`src/sv/pixel_run_length_encoder_macros.svh`:
```
// Assertion helpers for the pixel run-length encoder.
`ifndef PIXEL_RUN_LENGTH_ENCODER_MACROS_SVH
`define PIXEL_RUN_LENGTH_ENCODER_MACROS_SVH

`ifndef NO_ASSERTIONS
// same-cycle implication
`define PRLE_ASSERT_NOW(label, clk, rstn, ante, cons) \
    label: assert property (@(posedge clk) disable iff (!(rstn)) (ante) |-> (cons)) \
        else $error("prle check failed");
// next-cycle implication
`define PRLE_ASSERT_NEXT(label, clk, rstn, ante, cons) \
    label: assert property (@(posedge clk) disable iff (!(rstn)) (ante) |=> (cons)) \
        else $error("prle check failed");
`else
`define PRLE_ASSERT_NOW(label, clk, rstn, ante, cons)
`define PRLE_ASSERT_NEXT(label, clk, rstn, ante, cons)
`endif

`endif

```
`src/sv/prle_pkg.sv`:
```
package prle_pkg;

    localparam int unsigned MAX_RUN   = 256;
    localparam int unsigned MAX_WIDTH = 4096;

    localparam int unsigned PIX_W  = 16;
    localparam int unsigned RUN_W  = 9;   // holds 0..MAX_RUN
    localparam int unsigned COL_W  = 12;
    localparam int unsigned ROWW_W = 13;
    localparam int unsigned CNT_W  = 8;

    localparam logic [PIX_W-1:0]  COUNT_FLAG    = 16'h0020;
    localparam logic [ROWW_W-1:0] ROW_WIDTH_RST = 13'd640;
    localparam logic [ROWW_W-1:0] ROW_WIDTH_MAX = 13'd4096;
    localparam logic [RUN_W-1:0]  RUN_LIMIT     = 9'd256;

    typedef struct packed {
        logic [PIX_W-1:0] code_word;
        logic             has_count;
        logic [CNT_W-1:0] run_count;
        logic             row_done;
        logic             last;
    } result_t;

    // Build the encoded word for one finished run.
    function automatic result_t make_run(input logic [PIX_W-1:0] pix,
                                         input logic [RUN_W-1:0] len,
                                         input logic             row_end);
        result_t          r;
        logic [RUN_W-1:0] len_m1;
        len_m1 = len - RUN_W'(1);
        if (len > RUN_W'(1)) begin
            r.code_word = pix | COUNT_FLAG;
            r.has_count = 1'b1;
            r.run_count = len_m1[CNT_W-1:0];
        end else begin
            r.code_word = pix;
            r.has_count = 1'b0;
            r.run_count = '0;
        end
        r.row_done = row_end;
        r.last     = 1'b0;
        return r;
    endfunction

endpackage

```
`src/sv/pixel_run_length_encoder.sv`:
```
// Pixel run-length encoder, 16-bit pixels.
// Input channel s_*: one pixel per beat, rows left to right, row after row.
// Output channel m_*: one finished run per beat. A run of one is the plain
//   pixel (m_has_count low); a longer run carries bit 5 set in m_code_word
//   and length minus one in m_run_count. m_row_done marks a row's final run,
//   m_last the final beat caused by one input pixel.
// Config: cfg_write_en / cfg_write_data set the row width (0 acts as 1,
//   above 4096 acts as 4096). Write only while idle.
// Latency: a run closed by a pixel shows on m_* the cycle after that pixel
//   is accepted. Pixels that only extend a run produce no beat.
// Throughput: one pixel per clock while each pixel yields at most one beat
//   and m_ready is high. A pixel that both flushes a run and closes a row
//   yields two beats; the next pixel waits for the first to be popped.
// Reset (aresetn low, synchronous): row width back to 640, no run held,
//   column zero, result queue empty.
// Receiver stall: beats wait in the queue; s_ready drops once the queue can
//   no longer take a worst-case pair.
module pixel_run_length_encoder (
    input  logic                            aclk,
    input  logic                            aresetn,
    // configuration
    input  logic                            cfg_write_en,
    input  logic [prle_pkg::ROWW_W-1:0]     cfg_write_data,
    // pixel input
    input  logic                            s_valid,
    output logic                            s_ready,
    input  logic [prle_pkg::PIX_W-1:0]      s_pixel,
    // run output
    output logic                            m_valid,
    input  logic                            m_ready,
    output logic [prle_pkg::PIX_W-1:0]      m_code_word,
    output logic                            m_has_count,
    output logic [prle_pkg::CNT_W-1:0]      m_run_count,
    output logic                            m_row_done,
    output logic                            m_last
);
    import prle_pkg::*;

`include "pixel_run_length_encoder_macros.svh"

    // run state
    logic [ROWW_W-1:0] width_reg;      // already clamped to 1..MAX_WIDTH
    logic [PIX_W-1:0]  held_reg,   held_next;
    logic [RUN_W-1:0]  run_reg,    run_next;
    logic [COL_W-1:0]  col_reg,    col_next;

    // two-entry result queue, q0 is the head
    result_t           q0_reg, q0_next;
    result_t           q1_reg, q1_next;
    logic [1:0]        cnt_reg, cnt_next;

    logic              push, pop;
    logic              flush, row_end, run_full, second;
    logic [RUN_W-1:0]  run_a, run_b;
    logic [PIX_W-1:0]  held_a;
    logic [ROWW_W-1:0] col_inc;
    result_t           run_old, run_new, r0, r1;
    logic [1:0]        n_res;

    assign m_valid     = (cnt_reg != 2'd0);
    assign m_code_word = q0_reg.code_word;
    assign m_has_count = q0_reg.has_count;
    assign m_run_count = q0_reg.run_count;
    assign m_row_done  = q0_reg.row_done;
    assign m_last      = q0_reg.last;

    assign pop     = m_valid && m_ready;
    // take a pixel only when the queue is empty after this cycle's pop,
    // so a two-beat pixel always fits
    assign s_ready = (cnt_reg == 2'd0) || ((cnt_reg == 2'd1) && m_ready);
    assign push    = s_valid && s_ready;

    // per-pixel run logic
    always_comb begin
        flush    = (run_reg != '0) && (s_pixel != held_reg);
        run_a    = flush ? '0 : run_reg;
        held_a   = (run_a == '0) ? s_pixel : held_reg;
        run_b    = run_a + RUN_W'(1);
        col_inc  = {1'b0, col_reg} + ROWW_W'(1);
        row_end  = (col_inc >= width_reg);
        run_full = (run_b >= RUN_LIMIT);
        second   = row_end || run_full;

        run_old  = make_run(held_reg, run_reg, 1'b0);
        run_new  = make_run(held_a, run_b, row_end);

        r0 = flush ? run_old : run_new;
        r1 = run_new;
        if (flush && second) begin
            r1.last = 1'b1;
        end else begin
            r0.last = 1'b1;
        end
        n_res = {1'b0, flush} + {1'b0, second};

        held_next = held_a;
        run_next  = second ? '0 : run_b;
        col_next  = row_end ? '0 : col_inc[COL_W-1:0];
    end

    // queue update
    always_comb begin
        q0_next  = q0_reg;
        q1_next  = q1_reg;
        cnt_next = cnt_reg;
        if (push) begin
            q0_next  = r0;
            q1_next  = r1;
            cnt_next = n_res;
        end else if (pop) begin
            q0_next  = q1_reg;
            cnt_next = cnt_reg - 2'd1;
        end
    end

    always_ff @(posedge aclk) begin
        if (!aresetn) begin
            width_reg <= ROW_WIDTH_RST;
            held_reg  <= '0;
            run_reg   <= '0;
            col_reg   <= '0;
            cnt_reg   <= '0;
        end else begin
            if (cfg_write_en) begin
                if (cfg_write_data == '0) begin
                    width_reg <= ROWW_W'(1);
                end else if (cfg_write_data > ROW_WIDTH_MAX) begin
                    width_reg <= ROW_WIDTH_MAX;
                end else begin
                    width_reg <= cfg_write_data;
                end
            end
            if (push) begin
                held_reg <= held_next;
                run_reg  <= run_next;
                col_reg  <= col_next;
            end
            cnt_reg <= cnt_next;
        end
    end

    // payload, no reset
    always_ff @(posedge aclk) begin
        q0_reg <= q0_next;
        q1_reg <= q1_next;
    end

    `PRLE_ASSERT_NOW(a_cnt_range, aclk, aresetn, 1'b1, cnt_reg != 2'd3)
    `PRLE_ASSERT_NOW(a_pair_order, aclk, aresetn, cnt_reg == 2'd2,
        !q0_reg.last && q1_reg.last)
    `PRLE_ASSERT_NOW(a_run_bound, aclk, aresetn, 1'b1, run_reg < RUN_LIMIT)
    `PRLE_ASSERT_NEXT(a_row_wrap, aclk, aresetn, push && row_end,
        col_reg == '0 && run_reg == '0)
    `PRLE_ASSERT_NEXT(a_drain, aclk, aresetn, pop && !push && cnt_reg == 2'd1,
        !m_valid)

endmodule
```
`config.mk`:
```
export PLATFORM = sky130hd
export DESIGN_NAME = pixel_run_length_encoder
export DESIGN_NICKNAME = d
export VERILOG_FILES = /design/src/sv/prle_pkg.sv /design/src/sv/pixel_run_length_encoder.sv
export VERILOG_INCLUDE_DIRS = /design/src /design/src/sv
export SDC_FILE = /design/constraint.sdc
export NUM_CORES = 1
export LEC_CHECK = 0
export BUFFER_PORTS_ARGS = -buffer_cell sky130_fd_sc_hd__buf_2
export CAP_MARGIN = 20
export CORE_UTILIZATION = 38
export DETAILED_ROUTE_END_ITERATION = 10
export HOLD_SLACK_MARGIN = 0.05
export PLACE_DENSITY_LB_ADDON = 0.05
export RECOVER_POWER = 100
export SLEW_MARGIN = 10
export SYNTH_ARGS = -nofsm -noshare
export SYNTH_HDL_FRONTEND = slang
export SYNTH_SLANG_ARGS = --single-unit
```
`constraint.sdc`:
```
create_clock -name aclk -period 4.94 [get_ports aclk]
set_input_delay 0 -clock aclk [delete_from_list [all_inputs] [get_ports aclk]]
set_output_delay 0 -clock aclk [all_outputs]
set_load 0.05 [all_outputs]
```
# Word level (Yosys, flattened, before mapping)
# Cells that the tools add are included.
[totals]
reg_bits = 106
in_bits = 34
output_inout_bits = 29
wordCells = 56
[classes]
add_sub_neg = 6
n_lt_le_gt_ge = 5
n_eq_ne = 2
mux = 15
n_reduce_logical = 13
[op_table]
columns = ["op", "count"]
rows = [
  ["$mux 27", 3],
  ["$mux 15", 2],
  ["$mux 13", 2],
  ["$gt 9x1->1 const B", 2],
  ["$mux 9", 2],
  ["$mux 16", 1],
  ["$ne 16x16->1", 1],
  ["$sub 8x1->8 const B", 2],
  ["$add 12x1->13 const B", 1],
  ["$ge 13x13->1", 1],
  ["$gt 13x13->1 const B", 1],
  ["$logic_not 13->1", 1],
  ["$mux 12", 1],
  ["$add 9x1->9 const B", 1],
  ["$ge 9x9->1 const B", 1],
  ["$logic_not 9->1", 1],
  ["$reduce_bool 9->1", 1],
  ["$logic_and 1x1->1", 5],
  ["$mux 2", 2],
  ["$reduce_bool 2->1", 2],
  ["$add 1x1->2", 1],
  ["$eq 2x1->1 const B", 1],
  ["$logic_not 2->1", 1],
  ["$logic_or 1x1->1", 2],
  ["2 further kinds", 3],
]

# Logic depth before layout (Yosys ltp)
# Gate-level depths: netlist of the first run.
[logic_depth]
word_depth = 9
mapped_depth = 19
ltp_nobuf = 17

# Worst setup path after synthesis of the first run
# Ideal clock, no wire load.
[synth_path]
kind = "reg2reg"
startpoint = "register col_reg[2]"
endpoint = "register cnt_reg[0]"
setup_time_ns = 0.119
arrival_ns = 3.673
required_ns = 4.821
setup_slack_ns = 1.147
path_stages_with_launch = 20
n_path_buf = 3
cell_sequence = "dfxtp_1 nand3_2 or2_2 clkbuf_1 or3b_2 nor2_1 xor2_1 ha_1 a21oi_1 o211ai_1 a41oi_2 o21ba_2 buf_2 buf_1 nand2_1 ha_1 nand2_1 nand3_1 nand2_1 a21oi_1"
[synth_between]
elab_chain_cells = 5
[synth_lines]
columns = ["item", "line_no", "source"]
rows = [
  ["start: declaration", "pixel_run_length_encoder.sv:45", "logic [COL_W-1:0] col_reg, col_next;"],
  ["start signal: assignment", "pixel_run_length_encoder.sv:136", "col_reg <= col_next;"],
  ["$add 12x1->13", "pixel_run_length_encoder.sv:79", "col_inc = {1'b0, col_reg} + ROWW_W'(1);"],
  ["$ge 13x13->1", "pixel_run_length_encoder.sv:80", "row_end = (col_inc >= width_reg);"],
  ["$logic_or 1x1->1", "pixel_run_length_encoder.sv:82", "second = row_end || run_full;"],
  ["$add 1x1->2", "pixel_run_length_encoder.sv:94", "n_res = {1'b0, flush} + {1'b0, second};"],
  ["$mux 2", "pixel_run_length_encoder.sv:106", "if (push) begin"],
  ["end signal: assignment", "pixel_run_length_encoder.sv:138", "cnt_reg <= cnt_next;"],
  ["end: declaration", "pixel_run_length_encoder.sv:50", "logic [1:0] cnt_reg, cnt_next;"],
]
# Every way passes these cells.
# A chain may end at the register's enable or synchronous reset.

==> flow_summary_export.csv, run 1 <==
group,metric,value,unit
sta,skew,0.00787,ns
detailed_routing,routedWlPerCell,15.6,um
cts,cts_max_path_buffers,2,
sta,maxSlewViolCount,15,
power_and_ir_drop,p_per_area,426,mW/mm^2
synthesis,synth_top_family_by_area,"simple AND/OR/NAND/NOR gates",
synthesis,synth_flop_cell,"edfxtp_1",
grt,grt_pass1_vias,4516,
synthesis,syn_inst,622,
detailed_routing,drc_errors,0,
synthesis,ys_top_cells_by_area,"edfxtp_1 27%, dfxtp_1 18%, nand2_1 5.5%, ha_1 4.8%, o21ai_0 4.5%",
synthesis,ys_warn_count,0,
synthesis,yosysSeqAreaShare,44.8,%
grt,antenna_found_initial,0,
place,placed_cells,867,
flow_run,drv_cap,1,
detailed_routing,dr.pass1.iters,4,
synthesis,yosysTopAreaCellShare,27.3,%
grt,grt_usage,18.4,%
floorplan,start_util,39.0,%
synthesis,syn_area,0.00594,mm^2
worst_setup_path,reg2reg_setup_slack,0.60,ns
synthesis,synthSimpleGateAreaFrac,18.3,%
final_layout,fin_nets,754,
synthesis,yosysTopAreaCell,"edfxtp_1",
cts,cts_sinks,106,
synthesis,yosys-top-cells-count,"87 x nand2_1, 54 x edfxtp_1, 53 x o21ai_0",
min_path,hold_class,"input pin to flop",
place,pre_cts_slack,0.681,ns
sta,setup_viol,0,
final_layout,final_cells,913,
floorplan,die_h,127,um
cts,clkTransAtPathRegs,0.07,ns
sta,relSlewSlack,-17.8,%
floorplan,io_pins,63,
final_layout,area_delta_synth_final,16.8,%
synthesis,synth-edff-count,54,
floorplan,die_x,127,um
place,io_buffers,62,
outcome,outcome,"finished, violations left",
final_layout,multi_input_area,0.00299,mm^2
worst_setup_path,start_kind,"flop",
worst_setup_path,worst_setup_path_end_kind,"flop",
worst_setup_path,worst_ep_arrival_time,4.44,ns
power_and_ir_drop,vdd_drop_max,0.000244,V
floorplan,core,0.0153,mm^2
sta,hold_violations,0,
synthesis,synth_xor_area_share,5.60,%
detailed_routing,dr.first_iter.drc_count,293,
worst_setup_path,cp.required,5.04,ns
cts,cts_made_buffers,9,
outcome,failed_checks,"capacitance limit, slew limit",
sta,fmaxAchievable,231,MHz
floorplan,dieArea,0.0161,mm^2
place,routabilityCongestion,0.831,
power_and_ir_drop,p_leak,2.71,nW
grt,grt_max_degree,48,
grt,grt-ovfl-total,0,
worst_setup_path,critical_path_class,"flop to flop",
floorplan,rows,45,
detailed_routing,vias_per_cell,5.03,
synthesis,synth.most_common_cell,"nand2_1",
detailed_routing,routed-via-count,4595,
synthesis,ys_ff_latch,106,
place,dp_hpwl,9.38,mm
worst_setup_path,path_max_fanout,14,
cts,cts_tree,"yes",
synthesis,synth_nets,679,
sta,grt_setup_unrepaired,"no",
final_layout,largest_reg_flops,27,
sta,finalCriticalPeriod,4.34,ns
synthesis,syn_avg_cell_area,9.55,um^2
cts,postCtsSetupRepairBufs,0,
detailed_routing,ant_nets,0,
synthesis,netlist-cell-type-count,66,
sta,fin_ws,0.603,ns
cts,h-tree-depth,3,
final_layout,seq_area,0.00266,mm^2
final_layout,drive_gt1_share,11.8,%
final_layout,diodes,0,
synthesis,synth_compound_area_share,15.6,%
detailed_routing,wirelength,14.2,mm
cts,insertion_delay,0.35,ns
synthesis,synthArstFlopShare,0,%
sta,tightest_slew,1.75,ns
sta,fin_tns_setup,0,ns
synthesis,synth_fa_ha_area_share,5.01,%
final_layout,nFillCells,1494,
grt,grt_pass1_wl,23.5,mm
sta,finalCritPeriodShare,87.8,%
cts,cts-root-buf,"clkbuf_16",
synthesis,synthMuxAreaShare,6.27,%
## path summary, 6_finish.rpt
check,from,endpoint,cells past startpoint
worst min-delay path,aresetn,cnt_reg[0]$_SDFFE_PN0P_,3
worst max-delay path,run_reg[2]$_SDFFE_PN0P_,m_run_count[3]$_DFFE_PP_,14
worst min register to register,col_reg[8]$_SDFFE_PN0P_,col_reg[8]$_SDFFE_PN0P_,2
worst max register to register,run_reg[2]$_SDFFE_PN0P_,m_run_count[3]$_DFFE_PP_,14
## cells in the final DEF, fill, tap and decap left out, types with 20 or more instances in the layout
master,n
dfxtp_1,52
xor2_1,23
buf_2,31
inv_1,26
nor2_1,36
dlygate4sd3_1,30
nand2_1,87
a21oi_1,35
edfxtp_1,54
nand3_1,20
o21ai_0,57
ha_1,23
clkbuf_1,35
## final cells by class
| class | count | share of cell area, % |
|---|---|---|
| clock buffer | 13 | 4.06 |
| clock inverter | 3 | 0.270 |
| inverter | 29 | 1.57 |
| multi-input combinational | 451 | 43.0 |
| sequential | 106 | 38.4 |
| tap | 211 | 3.80 |
| timing repair buffer | 100 | 8.90 |
## worst max-delay path: stages (launching register included)
cell and delay (ns):
dfxtp_1 0.45, or3_1 0.50, nor3_1 0.29, nand2_1 0.18
nand2_1 0.23, nand2_1 0.17, inv_1 0.08, ha_1 0.38
nand3_1 0.12, nor2_1 0.13, xor2_1 0.17, or4_4 0.55
a31oi_2 0.42, o21ai_0 0.16, a31o_1 0.25
## layer usage
layer | up-vias | part of all wire [%] | track usage, %
li1 | 2363 | - | -
met2 | 41 | 48 | 31.4
met1 | 2180 | 49 | 24.4
met3 | 11 | 1.5 | 2.18
met4 | 0 | 1.2 | 6.09
met5 | - | 0 | 0
## what timing repair did
action / 4_1_cts / 5_1_grt
endpoints found under the setup margin: 0 / 0
resized for setup: 0 / 0
hold buffers: 30 / 0
hold endpoints to repair: 45 / 0
## power breakdown
| group | total [W] | internal [W] | leakage (nW) | switching, W |
|---|---|---|---|---|
| clock | 0.000736 | 0.000402 | 0.151 | 0.000334 |
| sequential | 0.00119 | 0.00113 | 0.955 | 0.0000622 |
| combinational | 0.00103 | 0.000293 | 1.61 | 0.000737 |
## through the flow
step / utilization (%) / instance area (um^2) / hold WS, ns / total power [W]
after floorplan: - / 5940 / 0.126 / 0.00201
after global placement: 42.1 / 6430 / 0.238 / 0.00226
after detailed placement: 42.1 / 6430 / 0.241 / 0.00227
after CTS: 46.1 / 7030 / 0.0512 / 0.00303
after global routing: 45.5 / 6940 / 0.0812 / 0.00313
final: 45.5 / 6940 / 0.0681 / 0.00296
## logic make-up after synthesis
family | after synthesis
simple gates | 212
compound gates | 142
flops | 106
buf+inv | 65
xor+xnor | 38
mux | 35
fa+ha+maj | 24
No activity file was read; power rests on OpenSTA's default activity.
==> inputs of run 2 (changes only) <==
- CELL_PAD_IN_SITES_DETAIL_PLACEMENT: not set -> 1
- CELL_PAD_IN_SITES_GLOBAL_PLACEMENT: not set -> 1
==> run 2 against run 1 <==
  * The flow still finishes with violations (capacitance limit, slew limit)
  * Cell count is the same
  * Count of clock-buffer cells in the layout shrank 3
  * Wire length grew 10%
  * Sequential power is essentially flat
  * Fmax shrank 3.1%
  * Die area is the same
  * Critical endpoint unchanged
  * Highest routed layer unchanged
==> flow_summary_export.csv, run 2 (synthesized netlist as in run 1, its figures left out) <==
group,metric,value,unit
floorplan,core,0.0153,mm^2
grt,gr-max-usage-layer,"met2",
detailed_routing,routedWlPerCell,17.1,um
floorplan,rows,45,
sta,skew,0.00720,ns
sta,tightest_slew,2.97,ns
flow_run,drv_cap,3,
final_layout,mostFrequentLayoutCell,"nand2_1",
detailed_routing,wirelength,15.6,mm
detailed_routing,dr.first_iter.drc_count,214,
worst_setup_path,critical_path_class,"flop to flop",
power_and_ir_drop,vdd_drop_max,0.000161,V
floorplan,io_pins,63,
worst_setup_path,worst_setup_path_end_kind,"flop",
floorplan,die_h,127,um
grt,grt-ovfl-total,0,
final_layout,final_cell_mix,"86 x nand2_1, 57 x o21ai_0, 54 x edfxtp_1",
detailed_routing,routed-via-count,4720,
cts,cts_tree,"yes",
cts,cts-hold-fix-buffers,29,
place,dp_hpwl,10.7,mm
worst_setup_path,cp-endpoint,"m_run_count[3]$_DFFE_PP_",
final_layout,area_delta_synth_final,16.0,%
sta,relSlewSlack,-97.7,%
final_layout,diodes,0,
detailed_routing,vias_per_cell,5.17,
power_and_ir_drop,p_leak,2.69,nW
floorplan,die_x,127,um
final_layout,drive_gt1_share,11.7,%
cts,insertion_delay,0.35,ns
worst_setup_path,reg2regPathDepth,14,
worst_setup_path,worst_ep_arrival_time,4.57,ns
worst_setup_path,crit_start,"run_reg[2]$_SDFFE_PN0P_",
cts,cts_made_buffers,9,
cts,h-tree-depth,3,
floorplan,dieArea,0.0161,mm^2
worst_setup_path,reg2reg_to,"m_run_count[3]$_DFFE_PP_",
cts,postCtsSetupRepairBufs,0,
min_path,hold_class,"input pin to flop",
detailed_routing,drc_errors,0,
grt,antenna_found_initial,0,
worst_setup_path,reg2reg_setup_slack,0.47,ns
grt,met1_usage,26.2,%
sta,maxSlewViolCount,143,
detailed_routing,ant_nets,0,
power_and_ir_drop,finalPower,0.00292,W
sta,finalCritPeriodShare,90.6,%
final_layout,largest_reg_flops,27,
detailed_routing,dr.pass1.iters,4,
cts,cts_resized,0,
worst_setup_path,start_kind,"flop",
place,io_buffers,62,
grt,grt_pass1_wl,26.1,mm
grt,grt_pass1_vias,5053,
place,routabilityCongestion,0.814,
final_layout,fin_nets,754,
worst_setup_path,path_max_fanout,14,
worst_setup_path,reg2reg_from,"run_reg[2]$_SDFFE_PN0P_",
grt,grt_max_degree,72,
sta,setup_viol,0,
sta,grt_setup_unrepaired,"no",
sta,fmaxAchievable,224,MHz
cts,cts-root-buf,"clkbuf_16",
worst_setup_path,cp.required,5.04,ns
sta,hold_violations,0,
sta,finalCriticalPeriod,4.47,ns
power_and_ir_drop,p_per_area,423,mW/mm^2
grt,use_met2,36.2,%
grt,grt_usage,20.6,%
grt,grtUsageMet3,2.51,%
sta,fin_tns_setup,0,ns
outcome,failed_checks,"capacitance limit, slew limit",
floorplan,start_util,39.0,%
outcome,outcome,"finished, violations left",
cts,cts_sinks,106,
cts,clkTransAtPathRegs,0.07,ns
cts,cts_max_path_buffers,2,
run 2: worst max-delay path: stages, from the launching register on:
cell	delay, ns
dfxtp_1	0.45
or3_1	0.50
nor3_1	0.29
nand2_1	0.21
nand2_1	0.27
nand2_1	0.18
inv_1	0.09
ha_1	0.41
nand3_1	0.14
nor2_1	0.16
xor2_1	0.17
or4_1	0.59
a31oi_4	0.34
o21ai_0	0.16
a31o_1	0.25
run 2: per-stage QoR:
stage                     worst slack [ns]  util [%]  instance area [um^2]  instances  hold slack (ns)
final                                0.467      45.2                  6890        913           0.0682
after global routing                0.0784      45.2                  6890        913           0.0732
after CTS                            0.498      45.9                  7000        913           0.0544
after detailed placement             0.511      42.2                  6440        868            0.247
after global placement               0.804      42.1                  6430        867            0.229
after floorplan                       1.15         -                  5940        622            0.126
run 2: how the worst min path moves through the flow:
stage / startpoint / endpoint / slack (ns) / cells after the start
finish: cfg_write_data[0] / width_reg[0]$_SDFFE_PN0P_ / 0.07 / 4
CTS: cfg_write_data[0] / width_reg[0]$_SDFFE_PN0P_ / 0.05 / 4
global placement: cfg_write_data[7] / width_reg[7]$_SDFFE_PN1P_ / 0.23 / 3
detailed placement: cfg_write_data[9] / width_reg[9]$_SDFFE_PN1P_ / 0.25 / 3
global route: cfg_write_data[0] / width_reg[0]$_SDFFE_PN0P_ / 0.07 / 4
floorplan: cfg_write_data[7] / width_reg[7]$_SDFFE_PN1P_ / 0.13 / 2
run 2: power breakdown:
part | total [W] | internal [W] | switching, W
combinational | 0.00104 | 0.000290 | 0.000753
sequential | 0.00120 | 0.00113 | 0.0000639
clock | 0.000678 | 0.000345 | 0.000333
run 2: routing by layer:
layer  share of wire, %  vias to the layer above
li1                   -                     2353
met5                  0                        -
met1                 48                     2314
met4                1.1                        0
met3                1.8                       10
met2                 49                       43
run 2: area by class of cell:
cell class	count	area [um^2]
fill	1776	8360
inverter	29	109
timing repair buffer	100	604
clock buffer	10	229
tap	211	264
clock inverter	6	41.3
sequential	106	2660
multi-input combinational	451	2980
==> inputs of run 3 (changes only) <==
- CELL_PAD_IN_SITES_DETAIL_PLACEMENT: 1 -> not set
- CELL_PAD_IN_SITES_GLOBAL_PLACEMENT: 1 -> not set
- REMOVE_ABC_BUFFERS: not set -> 1
==> run 3 against run 2 <==
  * The run still ends with capacitance limit, slew limit left
  * Count of clock-buffer cells in the layout stayed put
  * Non-clock buffer count up 4
  * Fmax is 1.6% higher
  * Cell area is 1.4% higher
  * Critical path depth decreased by 2
  * Combinational power is essentially flat
==> flow_summary_export.csv, run 3 (synthesized netlist as in run 1, its figures left out) <==
group,metric,value,unit
floorplan,die_x,127,um
final_layout,fin_area,0.00699,mm^2
worst_setup_path,critPathTopFamily,"simple AND/OR/NAND/NOR gates",
sta,tightest_slew,1.58,ns
sta,setup_viol,0,
outcome,failed_checks,"capacitance limit, slew limit",
floorplan,io_pins,63,
place,placed_cell_area,0.00644,mm^2
final_layout,mostFrequentLayoutCell,"nand2_1",
detailed_routing,wirelength,14.1,mm
worst_setup_path,critical_path_class,"flop to flop",
final_layout,area_delta_synth_final,17.7,%
detailed_routing,ant_nets,0,
grt,antenna_found_initial,0,
grt,grt_usage,18.1,%
worst_setup_path,cpPeakStageDelay,0.92,ns
floorplan,start_util,39.0,%
grt,grt_max_degree,54,
final_layout,drive_gt1_share,11.5,%
cts,postCtsSetupRepairBufs,0,
place,dp_hpwl,9.18,mm
detailed_routing,dr.pass1.iters,4,
power_and_ir_drop,p_leak,2.73,nW
sta,hold_violations,0,
final_layout,largest_reg_flops,27,
sta,fmaxAchievable,227,MHz
floorplan,core,0.0153,mm^2
detailed_routing,routedWlPerCell,15.4,um
cts,cts_made_buffers,9,
cts,cts_max_path_buffers,2,
worst_setup_path,cp.required,5.14,ns
final_layout,final_cells,917,
worst_setup_path,start_kind,"flop",
sta,grt_setup_unrepaired,"no",
cts,cts_tree,"yes",
grt,grt_pass1_vias,4470,
final_layout,diodes,0,
worst_setup_path,crit_top_cell,"nand2_1",
worst_setup_path,reg2reg_from,"run_reg[2]$_SDFFE_PN0P_",
min_path,hold_class,"input pin to flop",
sta,fin_tns_setup,0,ns
sta,maxSlewViolCount,13,
power_and_ir_drop,vdd_drop_max,0.000190,V
sta,finalCritPeriodShare,89.1,%
place,placed_cells,868,
cts,cts-root-buf,"clkbuf_16",
final_layout,final_cell_mix,"87 x nand2_1, 57 x o21ai_0, 54 x edfxtp_1",
detailed_routing,drc_errors,0,
sta,finalCriticalPeriod,4.40,ns
place,routabilityCongestion,0.821,
min_path,min_from,"cfg_write_data[0]",
cts,clkTransAtPathRegs,0.08,ns
worst_setup_path,worst_ep_arrival_time,4.60,ns
floorplan,rows,45,
sta,relSlewSlack,-6.51,%
final_layout,fin_nets,758,
place,io_buffers,62,
sta,skew,0.00926,ns
cts,insertion_delay,0.36,ns
grt,grt-ovfl-total,0,
worst_setup_path,path_buf_inv,2,
floorplan,dieArea,0.0161,mm^2
cts,h-tree-depth,3,
grt,grt_pass1_wl,23.0,mm
worst_setup_path,path_max_fanout,23,
detailed_routing,dr.first_iter.drc_count,298,
floorplan,die_h,127,um
cts,cts_sinks,106,
worst_setup_path,path_cells,"or3_1, nor3_1, nand2_1, nand2_1, nand2_1, ha_1, o21ai_0, clkbuf_1, nor2_1, clkbuf_2, nand2_1, a21oi_1",
flow_run,drv_cap,2,
detailed_routing,vias_per_cell,5.13,
power_and_ir_drop,p_per_area,433,mW/mm^2
outcome,outcome,"finished, violations left",
worst_setup_path,crit_start,"run_reg[2]$_SDFFE_PN0P_",
worst_setup_path,worst_setup_path_end_kind,"flop",
worst_setup_path,cp_slowest_cell,"clkbuf_1",
detailed_routing,routed-via-count,4700,
## run 3: cell count changes in the layout (fill, tap and decap cells not counted), moves of 2 or more
cell,delta
and2_0,-2
and2_1,+2
bufinv_16,+2
clkinv_2,-2
dlygate4sd3_1,+4
## run 3: cell type report
type / instances / area, um^2
Clock buffer: 10 / 229
Clock inverter: 6 / 90.1
Fill cell: 1503 / 8270
Inverter: 29 / 109
Multi-Input combinational cell: 451 / 2990
Sequential cell: 106 / 2660
Tap cell: 211 / 264
Timing Repair Buffer: 104 / 646
## run 3: path summary, 6_finish.rpt
path / cells past startpoint / slack [ns] / endpoint
min: 6 / 0.25 / width_reg[3]$_SDFFE_PN0P_
min reg2reg: 2 / 0.48 / col_reg[7]$_SDFFE_PN0P_
max: 12 / 0.54 / held_reg[6]$_SDFFE_PN0P_
max reg2reg: 12 / 0.54 / held_reg[6]$_SDFFE_PN0P_
## run 3: through the flow
step / total power [W] / hold slack, ns / setup WS [ns] / utilization [%]
2_1_floorplan: 0.00198 / 0.0894 / -0.251 / -
3_3_place_gp: 0.00226 / 0.243 / 0.815 / 42.1
3_5_place_dp: 0.00227 / 0.251 / 0.626 / 42.2
4_1_cts: 0.00309 / 0.241 / 0.604 / 46.5
5_1_grt: 0.00318 / 0.302 / 0.162 / 45.8
6_report: 0.00303 / 0.253 / 0.536 / 45.8
## run 3: where the power goes
group	internal, W	leakage, nW	switching, W	total [W]
Sequential	0.00113	0.955	0.0000624	0.00119
Combinational	0.000297	1.62	0.000743	0.00104
Clock	0.000447	0.153	0.000348	0.000795
Total	0.00187	2.73	0.00115	0.00303
## run 3: layer usage
metal	vias to the layer above	wire length, um	track usage (%)
met1	2216	7110	24.6
met3	16	367	2.35
li1	2378	-	-
met4	0	215	6.86
met2	90	6420	29.4
met5	-	0	0
## run 3: what timing repair did
item                                   CTS  global route
hold buffers                            33             0
gates resized for setup                  0             0
endpoints found under the hold margin   46             0
## run 3: worst reg2reg max path, cell delays in order (launching register included)
cell	delay [ns]
dfxtp_1	0.43
or3_1	0.50
nor3_1	0.32
nand2_1	0.19
nand2_1	0.25
nand2_1	0.17
ha_1	0.24
o21ai_0	0.58
clkbuf_1	0.92
nor2_1	0.09
clkbuf_2	0.33
nand2_1	0.16
a21oi_1	0.07
